`src/rtl/fra_pkg.sv`:
```
package fra_pkg;

    localparam int MAX_WIDTH  = 256;
    localparam int MAX_HEIGHT = 256;
    localparam int COUNT_BITS = 16;

    localparam int CH_BITS  = 8;
    localparam int NUM_CH   = 3;
    localparam int CFG_BITS = 9;
    localparam int CFG_IDX_BITS = 1;

    localparam logic [CFG_IDX_BITS-1:0] CFG_IDX_WIDTH  = 1'b0;
    localparam logic [CFG_IDX_BITS-1:0] CFG_IDX_HEIGHT = 1'b1;

    localparam int STORE_DEPTH = MAX_WIDTH * MAX_HEIGHT;
    localparam int ADDR_BITS   = (STORE_DEPTH > 1) ? $clog2(STORE_DEPTH) : 1;
    localparam int COL_BITS    = (MAX_WIDTH > 1) ? $clog2(MAX_WIDTH) : 1;
    localparam int ROW_BITS    = (MAX_HEIGHT > 1) ? $clog2(MAX_HEIGHT) : 1;

    localparam int DIM_W_BITS = $clog2(MAX_WIDTH + 1) + 1;
    localparam int DIM_H_BITS = $clog2(MAX_HEIGHT + 1) + 1;
    localparam int DIM_WH     = (DIM_W_BITS > DIM_H_BITS) ? DIM_W_BITS : DIM_H_BITS;
    localparam int DIM_BITS   = (DIM_WH > CFG_BITS) ? DIM_WH : CFG_BITS;

    localparam int NUM_BITS   = CH_BITS + COUNT_BITS;
    localparam int DIV_STAGES = CH_BITS;

    localparam logic [CFG_BITS-1:0] CFG_RESET_WIDTH  = CFG_BITS'(256);
    localparam logic [CFG_BITS-1:0] CFG_RESET_HEIGHT = CFG_BITS'(256);

    typedef logic [NUM_CH-1:0][CH_BITS-1:0] t_rgb;

    typedef struct packed {
        logic [ADDR_BITS-1:0]  addr;
        logic [COUNT_BITS-1:0] n;
        logic                  frame_end;
    } t_pos;

    typedef struct packed {
        logic [NUM_CH-1:0][NUM_BITS-1:0] rem;
        t_rgb                            quo;
        logic [COUNT_BITS:0]             dvs;
        logic [ADDR_BITS-1:0]            addr;
        logic                            frame_end;
    } t_div_word;

    typedef struct packed {
        logic                 en;
        logic [ADDR_BITS-1:0] addr;
        t_rgb                 data;
    } t_wr;

endpackage

```
`src/rtl/fra_divider.sv`:
```
module fra_divider (
    input  logic                           i_clk,
    input  logic                           i_rst_n,
    input  logic                           i_valid,
    output logic                           o_ready,
    input  fra_pkg::t_div_word             i_word,
    output logic                           o_valid,
    input  logic                           i_ready,
    output fra_pkg::t_div_word             o_word,
    input  logic [fra_pkg::ADDR_BITS-1:0]  i_probe_addr,
    output logic                           o_hit,
    output fra_pkg::t_wr                   o_wr
);

    localparam int NS = fra_pkg::DIV_STAGES;

    fra_pkg::t_div_word r_st [NS];
    logic [NS-1:0]      r_v;
    fra_pkg::t_div_word nxt  [NS];
    logic [NS-1:0]      src_v;
    logic [NS-1:0]      stg_ready;

    always_comb begin
        fra_pkg::t_div_word src;
        logic [fra_pkg::NUM_BITS:0] cmp;
        logic [fra_pkg::NUM_BITS:0] rem_x;
        int sh;
        for (int k = 0; k < NS; k++) begin
            src = (k == 0) ? i_word : r_st[(k == 0) ? 0 : k - 1];
            src_v[k] = (k == 0) ? i_valid : r_v[(k == 0) ? 0 : k - 1];
            sh = NS - 1 - k;
            nxt[k] = src;
            cmp = (fra_pkg::NUM_BITS + 1)'(src.dvs) << sh;
            for (int c = 0; c < fra_pkg::NUM_CH; c++) begin
                rem_x = {1'b0, src.rem[c]};
                if (rem_x >= cmp) begin
                    nxt[k].rem[c]     = fra_pkg::NUM_BITS'(rem_x - cmp);
                    nxt[k].quo[c][sh] = 1'b1;
                end
            end
        end
    end

    always_comb begin
        stg_ready[NS-1] = !r_v[NS-1] || i_ready;
        for (int k = NS - 2; k >= 0; k--) begin
            stg_ready[k] = !r_v[k] || stg_ready[k+1];
        end
    end

    always_ff @(posedge i_clk) begin
        if (!i_rst_n) begin
            r_v <= '0;
        end else begin
            for (int k = 0; k < NS; k++) begin
                if (stg_ready[k]) begin
                    r_v[k] <= src_v[k];
                end
            end
        end
    end

    always_ff @(posedge i_clk) begin
        for (int k = 0; k < NS; k++) begin
            if (stg_ready[k] && src_v[k]) begin
                r_st[k] <= nxt[k];
            end
        end
    end

    // the last stage is already written back, the rest are in flight
    always_comb begin
        o_hit = 1'b0;
        for (int k = 0; k < NS - 1; k++) begin
            if (r_v[k] && (r_st[k].addr == i_probe_addr)) begin
                o_hit = 1'b1;
            end
        end
    end

    assign o_wr.en   = src_v[NS-1] && stg_ready[NS-1];
    assign o_wr.addr = nxt[NS-1].addr;
    assign o_wr.data = nxt[NS-1].quo;

    assign o_ready = stg_ready[0];
    assign o_valid = r_v[NS-1];
    assign o_word  = r_st[NS-1];

endmodule

```
`config.mk`:
```
export PLATFORM = sky130hd
export DESIGN_NAME = fra_divider
export DESIGN_NICKNAME = d
export VERILOG_FILES = /design/src/rtl/fra_pkg.sv /design/src/rtl/fra_divider.sv
export SDC_FILE = /design/constraint.sdc
export NUM_CORES = 2
export LEC_CHECK = 0
export BUFFER_PORTS_ARGS = -buffer_cell sky130_fd_sc_hd__buf_4
export CAP_MARGIN = 10
export CORE_UTILIZATION = 45
export CTS_CLUSTER_SIZE = 12
export DETAILED_ROUTE_END_ITERATION = 7
export HOLD_SLACK_MARGIN = 0.15
export PLACE_DENSITY = 0.7
export SLEW_MARGIN = 40
export SYNTH_ARGS = -nofsm -noshare
export SYNTH_HDL_FRONTEND = slang
export SYNTH_SLANG_ARGS = --single-unit
```
`constraint.sdc`:
```
create_clock -name i_clk -period 40.5 [get_ports i_clk]
set_clock_uncertainty 0.05 [all_clocks]
set_input_delay 8.1 -clock i_clk [delete_from_list [all_inputs] [get_ports i_clk]]
set_output_delay 8.1 -clock i_clk [all_outputs]
set_load 0.03 [all_outputs]
```
==> metrics <==
largest net degree at the start of global routing 80; Initial Util a little under half; CTS H-tree lvls 3; Worst VDD drop between 30 and 40 uV; Fmax between 0.05 and 0.06 GHz; post-layout util ~50%; area grow syn2layout 11.30%; Arrival @ worst endpoint slightly above 10 ns; CP peak stage delay 0.45 ns; hold buffers post-CTS 0; Mapped Cells approximately 5500; DRC 0; chip width around 370 um; routed vias/inst 5.560; number of post-CTS setup repair buffers 0; Mapped Nets approximately 6100; First-pass DRT Iterations 5; Die H ~370 um; Slowest-stage cell, CP and3_1; Final Critical Period 18.21 ns; relative slew slack about 45%; cells along the critical path buf_4, nor2b_1, and2_1, and3_1, nand3_1, nor2_1, nand2_1, buf_4; I/O Pins around 320; post-cts repair resize count 0; Filler Cell Count about 12000; final setup fails 0; # rows between 100 and 150; Final TNS setup 0 ns; EDFF count, synth approximately 1000; flop-to-flop setup slack between 30 and 40 ns; worst hold slack 0.3571 ns; Distinct cells, synth 91; max cap viols 0; Detail Route Antenna Nets 0; proportion of synthesized area in mux cells under 10%; Worst setup SP type primary input; most frequent cells in the layout edfxtp_1 (1040), nand2_1 (428), ha_1 (408); number of global-route vias before repair roughly 40000; Hold WC Path Type reg2reg; area of the mapped netlist a little over 60000 um2; Main synth FF type edfxtp_1; status completed; Starting DRT DRC Count 3081; Core ar. 135300 um2; Worst EP required 32.35 ns; WL per Instance approximately 20 um; final hold violations 0; clock-pin slew on the worst setup and hold paths ~0.06 ns; Skew-Pair Late Insertion Delay 0.71 ns; GR Overflow Total 0; Simple-Gate Fraction of Synth Area ~11%; first-pass GRT wire length 227300 um; Synth top area share between 50% and 60%; CTS tree yes; RSZ-0062 raised after global routing no; worst setup path class in2out; Setup crit end kind primary output; CTS Buf Count between 100 and 150; GP Congestion ~0.94; share of layout cells above drive strength 1 12.04%; clock tree buffer depth 3; CTS Sinks 1048; initial antenna violation count 1; leakage ~25 nW; Synth Register Bits between 1000 and 1500; syn_area_per_cell 11.16 um2; post-synthesis compound-gate area fraction about 15%; Pwr Density roughly 39 nW/um2; cell accounting for the most synthesized area edfxtp_1; Total GRT Usage 21.33%; largest family of logic cells by synthesized area compound AO/OA/AOI/OAI gates; Layout Nets roughly 6300; Die Area between 100000 and 150000 um2; Worst-Margin Slew 0.7972 ns; Crit path top cell by count buf_4; commonest non-fill, non-tap cell in the layout edfxtp_1; Routed WL around 150000 um; YS warnings 0; post-synthesis sequential area ratio between 50 and 60%; synth top area cells edfxtp_1 (51%), ha_1 (8.3%), xnor2_1 (4.0%), o21ai_0 (3.1%), a21oi_1 (3.0%); IO Port Bufs approximately 320; CTS root buffer clkbuf_16; ys async rst share 0%; critical path peak fanout 6; xor and xnor fraction of the mapped netlist area around 6.8%; Post-Synth Adder-Cell Area under 10%; total number of vias roughly 42000; Final period util 44.97%; Slew Limit Fails 0; dpl hpwl 119200 um
==> registers in the layout (all words and copies together), names as in the netlist <==
| register | cells |
|---|---|
| r_st | 1040 |
| r_v | 8 |
==> path summary, 6_finish.rpt <==
check,from,end,cells after the start
worst min register to register,r_st[0][176],r_st[0][306],0
worst max register to register,r_st[1][148],r_st[1][377],10
worst min-delay path,r_st[0][176],r_st[0][306],0
worst max-delay path,i_ready,o_ready,8
==> where the power goes <==
part           leakage [nW]  switching (mW)  internal [mW]
registers              9.49          0.0259           1.24
logic                  14.3           0.218          0.162
clock network          1.68           0.410          0.567
total                  25.5           0.654           1.97
==> cells in the mapped netlist, drive strengths merged (105+ instances only) <==
cell    number
inv        270
xnor2      277
buf        198
nand2      428
nor2       334
ha         408
xor2       197
o21ai      390
a21oi      367
edfxtp    1040
a21o       164
clkbuf     105
==> cells by family after synthesis <==
group | Yosys count
multiplexers | 111
adder cells (fa/ha/maj) | 432
AO/OA/AOI/OAI | 1442
buffers and inverters | 573
XOR/XNOR | 474
AND/OR/NAND/NOR | 1416
flip-flops | 1048
==> cell type report <==
| type | instances | area [um2] | area share [%] |
|---|---|---|---|
| Multi-Input combinational cell | 3875 | 27280 | 39.98 |
| Timing Repair Buffer | 365 | 2813 | 4.122 |
| Tap cell | 1781 | 2228 | 3.266 |
| Clock buffer | 141 | 2932 | 4.296 |
| Antenna cell | 1 | 2.502 | 0.003667 |
| Sequential cell | 1048 | 31390 | 46.00 |
| Inverter | 270 | 1013 | 1.485 |
| Clock inverter | 49 | 575.6 | 0.8435 |
==> layer usage <==
metal	part of all wire, %	routed length (um)	up-vias	GRT usage, %
met5	0	0	-	0
met4	4.5	6753	0	9.378
met1	44	67260	19741	28.18
met3	4.2	6416	275	2.166
met2	47	70840	1179	35.54
li1	-	-	20674	-
==> critical path: cells and delay by family <==
family | cells | cell delay, ns
and+or+nand+nor | 6 | 1.65
buffers and inverters | 2 | 0.29
==> metrics by stage <==
stage          std cells  setup slack (ns)  power [mW]  instance area (um2)
5_1_grt             7530             22.14       2.733                68240
4_1_cts             7526             22.29       2.649                68150
3_3_place_gp        7332             22.33       1.661                64590
2_1_floorplan       5496             18.06       1.565                61310
6_report            7530             22.29       2.628                68240
3_5_place_dp        7336             22.30       1.667                64640
Power figures use the tool's default switching activity.
