File: config.mk
export PLATFORM = sky130hd
export DESIGN_NAME = fra_raster
export DESIGN_NICKNAME = d
export VERILOG_FILES = /design/src/rtl/fra_pkg.sv /design/src/rtl/fra_raster.sv
export SDC_FILE = /design/constraint.sdc
export NUM_CORES = 1
export LEC_CHECK = 0
export BUFFER_PORTS_ARGS = -buffer_cell sky130_fd_sc_hd__buf_2
export CORE_MARGIN = 1
export CORE_UTILIZATION = 45
export DETAILED_ROUTE_END_ITERATION = 7
export PLACE_DENSITY = 0.77
export SYNTH_ARGS = -nofsm -noshare
export SYNTH_HDL_FRONTEND = slang
export SYNTH_SLANG_ARGS = --single-unit
File: constraint.sdc
create_clock -name i_clk -period 4.6 [get_ports i_clk]
set_input_delay 0 -clock i_clk [delete_from_list [all_inputs] [get_ports i_clk]]
set_output_delay 0 -clock i_clk [all_outputs]
set_load 0.05 [all_outputs]
File: src/rtl/fra_pkg.sv
package fra_pkg;

    localparam int MAX_WIDTH  = 256;
    localparam int MAX_HEIGHT = 256;
    localparam int COUNT_BITS = 16;

    localparam int CH_BITS  = 8;
    localparam int NUM_CH   = 3;
    localparam int CFG_BITS = 9;
    localparam int CFG_IDX_BITS = 1;

    localparam logic [CFG_IDX_BITS-1:0] CFG_IDX_WIDTH  = 1'b0;
    localparam logic [CFG_IDX_BITS-1:0] CFG_IDX_HEIGHT = 1'b1;

    localparam int STORE_DEPTH = MAX_WIDTH * MAX_HEIGHT;
    localparam int ADDR_BITS   = (STORE_DEPTH > 1) ? $clog2(STORE_DEPTH) : 1;
    localparam int COL_BITS    = (MAX_WIDTH > 1) ? $clog2(MAX_WIDTH) : 1;
    localparam int ROW_BITS    = (MAX_HEIGHT > 1) ? $clog2(MAX_HEIGHT) : 1;

    localparam int DIM_W_BITS = $clog2(MAX_WIDTH + 1) + 1;
    localparam int DIM_H_BITS = $clog2(MAX_HEIGHT + 1) + 1;
    localparam int DIM_WH     = (DIM_W_BITS > DIM_H_BITS) ? DIM_W_BITS : DIM_H_BITS;
    localparam int DIM_BITS   = (DIM_WH > CFG_BITS) ? DIM_WH : CFG_BITS;

    localparam int NUM_BITS   = CH_BITS + COUNT_BITS;
    localparam int DIV_STAGES = CH_BITS;

    localparam logic [CFG_BITS-1:0] CFG_RESET_WIDTH  = CFG_BITS'(256);
    localparam logic [CFG_BITS-1:0] CFG_RESET_HEIGHT = CFG_BITS'(256);

    typedef logic [NUM_CH-1:0][CH_BITS-1:0] t_rgb;

    typedef struct packed {
        logic [ADDR_BITS-1:0]  addr;
        logic [COUNT_BITS-1:0] n;
        logic                  frame_end;
    } t_pos;

    typedef struct packed {
        logic [NUM_CH-1:0][NUM_BITS-1:0] rem;
        t_rgb                            quo;
        logic [COUNT_BITS:0]             dvs;
        logic [ADDR_BITS-1:0]            addr;
        logic                            frame_end;
    } t_div_word;

    typedef struct packed {
        logic                 en;
        logic [ADDR_BITS-1:0] addr;
        t_rgb                 data;
    } t_wr;

endpackage

File: src/rtl/fra_raster.sv
module fra_raster (
    input  logic                                 i_clk,
    input  logic                                 i_rst_n,
    input  logic                                 i_cfg_we,
    input  logic [fra_pkg::CFG_IDX_BITS-1:0]     i_cfg_idx,
    input  logic [fra_pkg::CFG_BITS-1:0]         i_cfg_data,
    input  logic                                 i_adv,
    output fra_pkg::t_pos                        o_pos
);

    localparam logic [fra_pkg::COUNT_BITS-1:0] COUNT_MAX = '1;

    logic [fra_pkg::CFG_BITS-1:0]   r_width;
    logic [fra_pkg::CFG_BITS-1:0]   r_height;
    logic [fra_pkg::COL_BITS-1:0]   r_col;
    logic [fra_pkg::ROW_BITS-1:0]   r_row;
    logic [fra_pkg::COUNT_BITS-1:0] r_frames;

    logic [fra_pkg::DIM_BITS-1:0] eff_w;
    logic [fra_pkg::DIM_BITS-1:0] eff_h;
    logic [fra_pkg::DIM_BITS-1:0] col_inc;
    logic [fra_pkg::DIM_BITS-1:0] row_inc;
    logic                         line_end;
    logic                         frame_last;

    always_comb begin
        if (r_width == '0) begin
            eff_w = fra_pkg::DIM_BITS'(1);
        end else if (fra_pkg::DIM_BITS'(r_width) > fra_pkg::DIM_BITS'(fra_pkg::MAX_WIDTH)) begin
            eff_w = fra_pkg::DIM_BITS'(fra_pkg::MAX_WIDTH);
        end else begin
            eff_w = fra_pkg::DIM_BITS'(r_width);
        end
        if (r_height == '0) begin
            eff_h = fra_pkg::DIM_BITS'(1);
        end else if (fra_pkg::DIM_BITS'(r_height) > fra_pkg::DIM_BITS'(fra_pkg::MAX_HEIGHT)) begin
            eff_h = fra_pkg::DIM_BITS'(fra_pkg::MAX_HEIGHT);
        end else begin
            eff_h = fra_pkg::DIM_BITS'(r_height);
        end
        col_inc    = fra_pkg::DIM_BITS'(r_col) + fra_pkg::DIM_BITS'(1);
        row_inc    = fra_pkg::DIM_BITS'(r_row) + fra_pkg::DIM_BITS'(1);
        line_end   = col_inc >= eff_w;
        frame_last = line_end && (row_inc >= eff_h);
    end

    always_comb begin
        o_pos.addr      = fra_pkg::ADDR_BITS'(int'(r_row) * fra_pkg::MAX_WIDTH + int'(r_col));
        o_pos.n         = r_frames;
        o_pos.frame_end = frame_last;
    end

    always_ff @(posedge i_clk) begin
        if (!i_rst_n) begin
            r_width  <= fra_pkg::CFG_RESET_WIDTH;
            r_height <= fra_pkg::CFG_RESET_HEIGHT;
        end else if (i_cfg_we) begin
            unique case (i_cfg_idx)
                fra_pkg::CFG_IDX_WIDTH:  r_width  <= i_cfg_data;
                fra_pkg::CFG_IDX_HEIGHT: r_height <= i_cfg_data;
                default: ;
            endcase
        end
    end

    always_ff @(posedge i_clk) begin
        if (!i_rst_n) begin
            r_col    <= '0;
            r_row    <= '0;
            r_frames <= '0;
        end else if (i_adv) begin
            if (line_end) begin
                r_col <= '0;
                if (frame_last) begin
                    r_row <= '0;
                    if (r_frames != COUNT_MAX) begin
                        r_frames <= r_frames + 1'b1;
                    end
                end else begin
                    r_row <= fra_pkg::ROW_BITS'(row_inc);
                end
            end else begin
                r_col <= fra_pkg::COL_BITS'(col_inc);
            end
        end
    end

    a_frame_count: assert property (@(posedge i_clk) disable iff (!i_rst_n)
        i_adv && frame_last && (r_frames != COUNT_MAX) |=> r_frames == $past(r_frames) + 1'b1)
        else $error("frame count did not advance at frame end");

    a_hold_pos: assert property (@(posedge i_clk) disable iff (!i_rst_n)
        !i_adv |=> $stable(r_col) && $stable(r_row) && $stable(r_frames))
        else $error("raster position moved without a transfer");

endmodule

==> flow_summary_export.csv, run 1 <==
group,metric,value,unit
place,placed_cells,473,
power_and_ir_drop,pwr_density_cell,256,mW/mm²
clock_tree,insertion_delay,0.31,ns
synthesis,synthXorXnorAreaFrac,0.0362,
route,viasPerCell,5.61,
critical_path,path_max_fanout,23,
place,routabilityCongestion,0.861,
route,first_pass_iters,4,
critical_path,arrival,3.86,ns
synthesis,synthAdderAreaFrac,0.0904,
timing,drv_slew,0,
synthesis,seq_area_frac_synth,0.344,
finish,antennaDiodeCount,0,
hold_path,hold_start,"i_rst_n",
synthesis,syn-num-nets,405,
timing,worst_pin_slew,1.18,ns
timing,clock.fmax,275,MHz
synthesis,ys_ff_latch,50,
timing,setup_ws,0.967,ns
synthesis,synthMuxAreaShare,0.0276,
route,drt_iter0_markers,113,
clock_tree,post_cts_buffers,0,
route,routed_wl,6500,µm
critical_path,regToRegSetupSlack,0.97,ns
floorplanning,die_x,82.4,µm
power_and_ir_drop,fin_total_pwr,0.000859,W
clock_tree,cts-resized-gates,0,
floorplanning,start_util,0.480,
grt,grt_overflow,0,
place,post-place-ws,0.975,ns
floorplanning,dieArea,0.00678,mm²
clock_tree,cts.reportedPaths.clkPinSlew,0.10,ns
route,via_count,2751,
clock_tree,htreeDepth,2,
place,portBuffers,46,
critical_path,worstPathBufferInverterCount,1,
synthesis,synthSimpleGateAreaFrac,0.315,
timing,setup_viol,0,
finish,drive_gt1_frac,0.161,
grt,grt_antenna_before_repair,0,
finish,stdcell_count,490,
clock_tree,cts_made_buffers,5,
clock_tree,cts_tree,"built",
timing,fin_crit,3.63,ns
synthesis,synth-compound-area-share,0.151,
synthesis,synthDistinctLibCells,42,
place,post-dp-hpwl,4730,µm
finish,final_nets,449,
critical_path,end_kind,"flip-flop",
timing,fin_crit_sh,0.790,
synthesis,synth-warning-count,0,
grt,grt_max_degree,40,
critical_path,cp_cell_sequence,"and3_1, and3_1, nand3_1, xnor2_1, ha_1, nand3_1, o41ai_2, o21ai_2, buf_4, or3_2, a21oi_1",
critical_path,cp_slowest_cell,"o41ai_2",
route,routedWlPerCell,13.3,µm
synthesis,syn_inst,370,
timing,slew-limit-headroom,0.214,
timing,finalClockSkew,0.0172,ns
critical_path,crit_type,"reg2reg",
floorplanning,floorplan.core_area,0.00606,mm²
clock_tree,cts_max_path_buffers,2,
route,drc_errors,0,
power_and_ir_drop,power_leakage,1.35,nW
timing,final_hold_viol_count,0,
finish,fin_util,0.555,
synthesis,netlist_area,0.00291,mm²
critical_path,crit_start,"r_col[2]",
floorplanning,ios,47,
grt,grt_pass1_vias,2535,
timing,rsz0062_at_grt,"false",
floorplanning,placementRows,28,
route,antenna_left,0,
critical_path,r2r_start,"r_col[2]",
critical_path,max_stage_delay,0.68,ns
clock_tree,cts.sinks,50,
critical_path,start_kind,"flip-flop",
grt,grt_use_total,0.204,
critical_path,required,4.83,ns
power_and_ir_drop,ir_drop,0.182,mV
grt,grt_first_pass_wirelength,10900,µm
clock_tree,cts-root-buf,"clkbuf_8",
synthesis,syn_avg_cell_area,7.86,µm²
critical_path,path_delay_family,"simple AND/OR/NAND/NOR gates",
finish,syn_to_final_growth,15.6,%
floorplanning,die_h,82.4,µm
hold_path,hold_path_class,"in2reg",
flow_run,maxCapViolCount,0,
synthesis,synth_top_family_by_area,"simple AND/OR/NAND/NOR gates",
outcome,status,"completed",
timing,setup_tns,0,ns
synthesized netlist by cell type (all sizes together):
library cell | number | area [µm²]
or4 | 9 | 70.1
and3 | 4 | 25.0
nand4b | 4 | 35.0
nand2b | 14 | 87.6
nand2 | 81 | 304
mux2i | 8 | 80.1
buf | 7 | 43.8
nor4 | 4 | 25.0
o211ai | 2 | 15.0
xnor2 | 6 | 52.6
nor2 | 13 | 48.8
a21o | 3 | 22.5
inv | 1 | 3.75
o31a | 1 | 8.76
nor4b | 1 | 8.76
nor2b | 1 | 6.26
nand3 | 21 | 105
or3 | 5 | 35.0
a31oi | 1 | 6.26
ha | 21 | 263
o21a | 2 | 15.0
dfxtp | 50 | 1000
o21ai | 5 | 25.0
or4b | 1 | 13.8
o31ai | 10 | 75.1
nor3 | 7 | 35.0
a21oi | 51 | 255
and2 | 2 | 15.0
nand4 | 4 | 25.0
nand3b | 7 | 52.6
o41ai | 1 | 16.3
clkbuf | 13 | 48.8
xor2 | 6 | 52.6
clkinv | 2 | 7.51
and4 | 2 | 22.5
sequential cells by signal (all words and copies together), names as in the netlist:
signal / flops
r_frames: 16
r_height: 9
r_width: 9
r_col: 8
r_row: 8
cell usage in the layout, fill, tap and decap left out, types with 2 or more instances in the layout:
| cell type | count |
|---|---|
| buf_2 | 46 |
| and3_1 | 4 |
| or3_1 | 2 |
| nor4_1 | 4 |
| or3_2 | 3 |
| o21ai_0 | 4 |
| nand3b_1 | 7 |
| clkinv_1 | 2 |
| a21oi_1 | 51 |
| and4_4 | 2 |
| nor2_1 | 13 |
| or4_2 | 2 |
| nand3_1 | 21 |
| nand2b_1 | 14 |
| buf_4 | 2 |
| clkbuf_8 | 5 |
| o211ai_1 | 2 |
| or4_1 | 7 |
| nand4_1 | 4 |
| clkinvlp_4 | 2 |
| nand2_1 | 81 |
| o21a_1 | 2 |
| xnor2_1 | 6 |
| xor2_1 | 6 |
| ha_1 | 21 |
| nand4b_1 | 4 |
| dfxtp_1 | 50 |
| nor3_1 | 7 |
| mux2i_1 | 8 |
| o31ai_1 | 10 |
| dlygate4sd3_1 | 9 |
| a21o_1 | 3 |
power breakdown:
group	internal (W)	switching, W
clock network	0.000162	0.000152
registers	0.000442	0.00000829
logic	0.0000339	0.0000610
cell families (layout without fill, tap and decap cells):
logic type / after synthesis / after routing
XOR/XNOR: 12 / 12
flip-flops: 50 / 50
AND/OR/NAND/NOR: 180 / 180
adder cells (fa/ha/maj): 21 / 21
AO/OA/AOI/OAI: 76 / 76
multiplexers: 8 / 8
buffers and inverters: 23 / 68
worst paths after layout:
kind,endpoint,cells after the start
worst max-delay path,r_frames[3],11
worst min-delay path,r_width[8],2
worst max register to register,r_frames[3],11
worst min register to register,r_height[4],2
cell type report:
cell class | instances | area, µm²
Fill cell | 570 | 2700
Multi-Input combinational cell | 297 | 1810
Sequential cell | 50 | 1000
Timing Repair Buffer | 57 | 335
Tap cell | 75 | 93.8
Clock buffer | 5 | 68.8
Clock inverter | 3 | 45.0
Inverter | 3 | 11.3
per-stage QoR:
stage,hold slack (ns),instance area (µm²)
after detailed placement,0.246,3160
after CTS,0.0853,3360
final,0.0853,3360
after global routing,0.107,3360
after global placement,0.261,3160
after floorplan,0.136,2910
routing by layer:
layer  vias up  wire (µm)  track usage
met3         9        303       0.0363
met5         -          0            0
met2        67       3080        0.356
li1       1407          -            -
met4         0         75       0.0596
met1      1268       3040        0.253
what timing repair did:
action | in CTS | in global routing
endpoints found under the hold margin | 18 | 0
hold buffers | 9 | 0
setup endpoints to repair | 0 | 0
Note: power is estimated with default switching activity, not from simulation.
==> inputs of run 2 (changes only) <==
--- a/config.mk
+++ b/config.mk
@@ -5,11 +5,12 @@
 export SDC_FILE = /design/constraint.sdc
 export NUM_CORES = 1
 export LEC_CHECK = 0
+export ABC_AREA = 1
 export BUFFER_PORTS_ARGS = -buffer_cell sky130_fd_sc_hd__buf_2
 export CORE_MARGIN = 1
 export CORE_UTILIZATION = 45
 export DETAILED_ROUTE_END_ITERATION = 7
-export PLACE_DENSITY = 0.77
+export PLACE_DENSITY = 0.79
 export SYNTH_ARGS = -nofsm -noshare
 export SYNTH_HDL_FRONTEND = slang
 export SYNTH_SLANG_ARGS = --single-unit
==> constraint.sdc (replaced) <==
create_clock -name i_clk -period 3.1 [get_ports i_clk]
set_input_delay 0 -clock i_clk [delete_from_list [all_inputs] [get_ports i_clk]]
set_output_delay 0 -clock i_clk [all_outputs]
set_load 0.05 [all_outputs]
==> run 2 against run 1 <==
Net effect: die area grew 2.4%; global-route usage barely moved; count of clock-buffer cells in the layout increased by 3; wire length up 5.1%; design area is 2.9% higher; combinational power up 73%; clock power grew 39%; total power grew 49%; area after synthesis rose by 2.5%; critical endpoint is now o_pos[0]; largest cell class unchanged; largest power group unchanged.
==> flow_summary_export.csv, run 2 <==
group,metric,value,unit
outcome,status,"completed",
critical_path,arrival,2.68,ns
timing,setup_viol,0,
finish,top_regs,"r_frames: 16 flops, r_height: 9 flops, r_width: 9 flops",
finish,final_nets,525,
floorplanning,die_x,83.3,µm
floorplanning,dieArea,0.00695,mm²
synthesis,synth_top_area_cell,"dfxtp_1",
timing,clock.fmax,373,MHz
power_and_ir_drop,ir_drop,0.227,mV
critical_path,start_kind,"flip-flop",
timing,rsz0062_at_grt,"false",
flow_run,maxCapViolCount,0,
synthesis,synth-compound-area-share,0.0878,
timing,setup_ws,0.419,ns
synthesis,synthAdderAreaFrac,0.0882,
synthesis,synthSimpleGateAreaFrac,0.362,
synthesis,synth_top_cell_area_share,0.336,
critical_path,required,3.10,ns
synthesis,syn_avg_cell_area,6.80,µm²
route,drt_iter0_markers,236,
critical_path,crit_start,"r_col[0]",
grt,grt_use_total,0.204,
synthesis,syn_inst,438,
timing,final_hold_viol_count,0,
synthesis,ys_ff_latch,50,
floorplanning,floorplan.core_area,0.00639,mm²
critical_path,r2r_start,"r_col[0]",
timing,fin_crit,2.68,ns
finish,largest_reg_flops,16,
finish,regMostFlops,"r_frames",
synthesis,synthDistinctLibCells,33,
place,post-place-ws,0.329,ns
synthesis,synth_top_family_by_area,"simple AND/OR/NAND/NOR gates",
clock_tree,cts-root-buf,"clkbuf_8",
clock_tree,cts_tree,"built",
hold_path,hold_path_class,"in2reg",
clock_tree,cts.sinks,50,
clock_tree,cts_max_path_buffers,2,
critical_path,end_kind,"output port",
critical_path,path_max_fanout,10,
timing,worst_pin_slew,0.675,ns
route,drc_errors,0,
synthesis,seq_area_frac_synth,0.336,
clock_tree,insertion_delay,0.30,ns
synthesis,synth-edff-count,0,
clock_tree,cts_made_buffers,5,
clock_tree,htreeDepth,2,
finish,layout_common_cells,"nand2_1, nor2_1, dfxtp_1, buf_2, inv_1",
floorplanning,ios,47,
place,routabilityCongestion,0.885,
finish,fin_util,0.542,
finish,antennaDiodeCount,0,
route,via_count,2886,
grt,grt_antenna_before_repair,0,
place,post-dp-hpwl,5110,µm
synthesis,synth_most_common_cell,"nand2_1",
hold_path,hold_start,"i_adv",
grt,grt_max_degree,32,
finish,drive_gt1_frac,0.161,
synthesis,netlist_area,0.00298,mm²
synthesis,synth-warning-count,0,
finish,syn_to_final_growth,16.1,%
grt,grt_first_pass_wirelength,11800,µm
grt,grt_pass1_vias,2626,
timing,drv_slew,0,
clock_tree,cts.reportedPaths.clkPinSlew,0.09,ns
route,antenna_left,0,
route,first_pass_iters,4,
synthesis,synth_area_leaders,"dfxtp_1, nand2_1, nor2_1, ha_1, inv_1",
floorplanning,start_util,0.466,
place,portBuffers,46,
synthesis,syn-num-nets,473,
floorplanning,die_h,83.3,µm
route,routed_wl,6830,µm
timing,finalClockSkew,0.0113,ns
synthesis,async_reset_ff_frac,0,
floorplanning,placementRows,29,
route,routedWlPerCell,12.0,µm
critical_path,crit_type,"reg2out",
power_and_ir_drop,pwr_density_cell,370,mW/mm²
timing,slew-limit-headroom,0.550,
synthesis,synthMuxAreaShare,0,
power_and_ir_drop,power_leakage,1.59,nW
finish,layout_commonest_cell,"nand2_1",
route,viasPerCell,5.08,
power_and_ir_drop,fin_total_pwr,0.00128,W
synthesis,ys_top_cells_by_count,"nand2_1, nor2_1, dfxtp_1",
synthesis,synth_ff_type,"dfxtp_1",
grt,grt_overflow,0,
timing,setup_tns,0,ns
timing,fin_crit_sh,0.865,
synthesis,synthXorXnorAreaFrac,0.0471,
## run 2: cell type report
cell class,instances,area [µm²]
fillers,629,2930
multi-input cells,329,1750
flip-flops and latches,50,1000
repair buffers,55,320
inverters,49,184
clock buffers,8,110
well taps,77,96.3
## run 2: kinds of logic after synthesis
family,after synthesis
simple gates,242
buf+inv,59
compound gates,50
flops,50
fa+ha+maj,21
xor+xnor,16
## run 2: worst paths after layout
check	cells after the start	slack (ns)	to
worst min register to register	2	0.51	r_row[7]
worst max register to register	16	0.46	r_frames[15]
worst max-delay path	13	0.42	o_pos[0]
worst min-delay path	3	0.14	r_frames[11]
## run 2: metal layers
metal,global-route usage,part of all wire,up-vias
met2,0.335,0.47,63
met4,0.0658,0.017,0
met3,0.0408,0.045,13
met1,0.267,0.47,1310
met5,0,0,-
li1,-,-,1500
## run 2: timing repair
item	4_1_cts	5_1_grt
hold buffers	9	0
setup buffers	0	0
resized for setup	0	1
hold endpoints to repair	16	0
endpoints found under the setup margin	0	2
## run 2: metrics by stage
step                      cell area, µm²  std cells  hold slack [ns]
after floorplan                     2980        438            0.130
after global placement              3250        551            0.248
after detailed placement            3250        551            0.251
after CTS                           3450        568            0.119
after global routing                3460        568            0.139
final                               3460        568            0.138
## run 2: report_power, final
part           leakage (nW)  switching (W)  internal, W
Clock                0.0575       0.000211     0.000226
Combinational          1.12       0.000109    0.0000555
Sequential            0.407      0.0000168     0.000661
## run 2: worst max-delay path: stages (launching register included)
cell and delay (ns):
dfxtp_1 0.44, nand3_1 0.17, nor3_2 0.19, nand3_1 0.12, xor2_1 0.14, inv_1 0.07
ha_1 0.31, nand2_1 0.08, nand2_1 0.05, a21oi_1 0.21, nand3_4 0.19, nand2_2 0.15
inv_1 0.07, buf_2 0.21
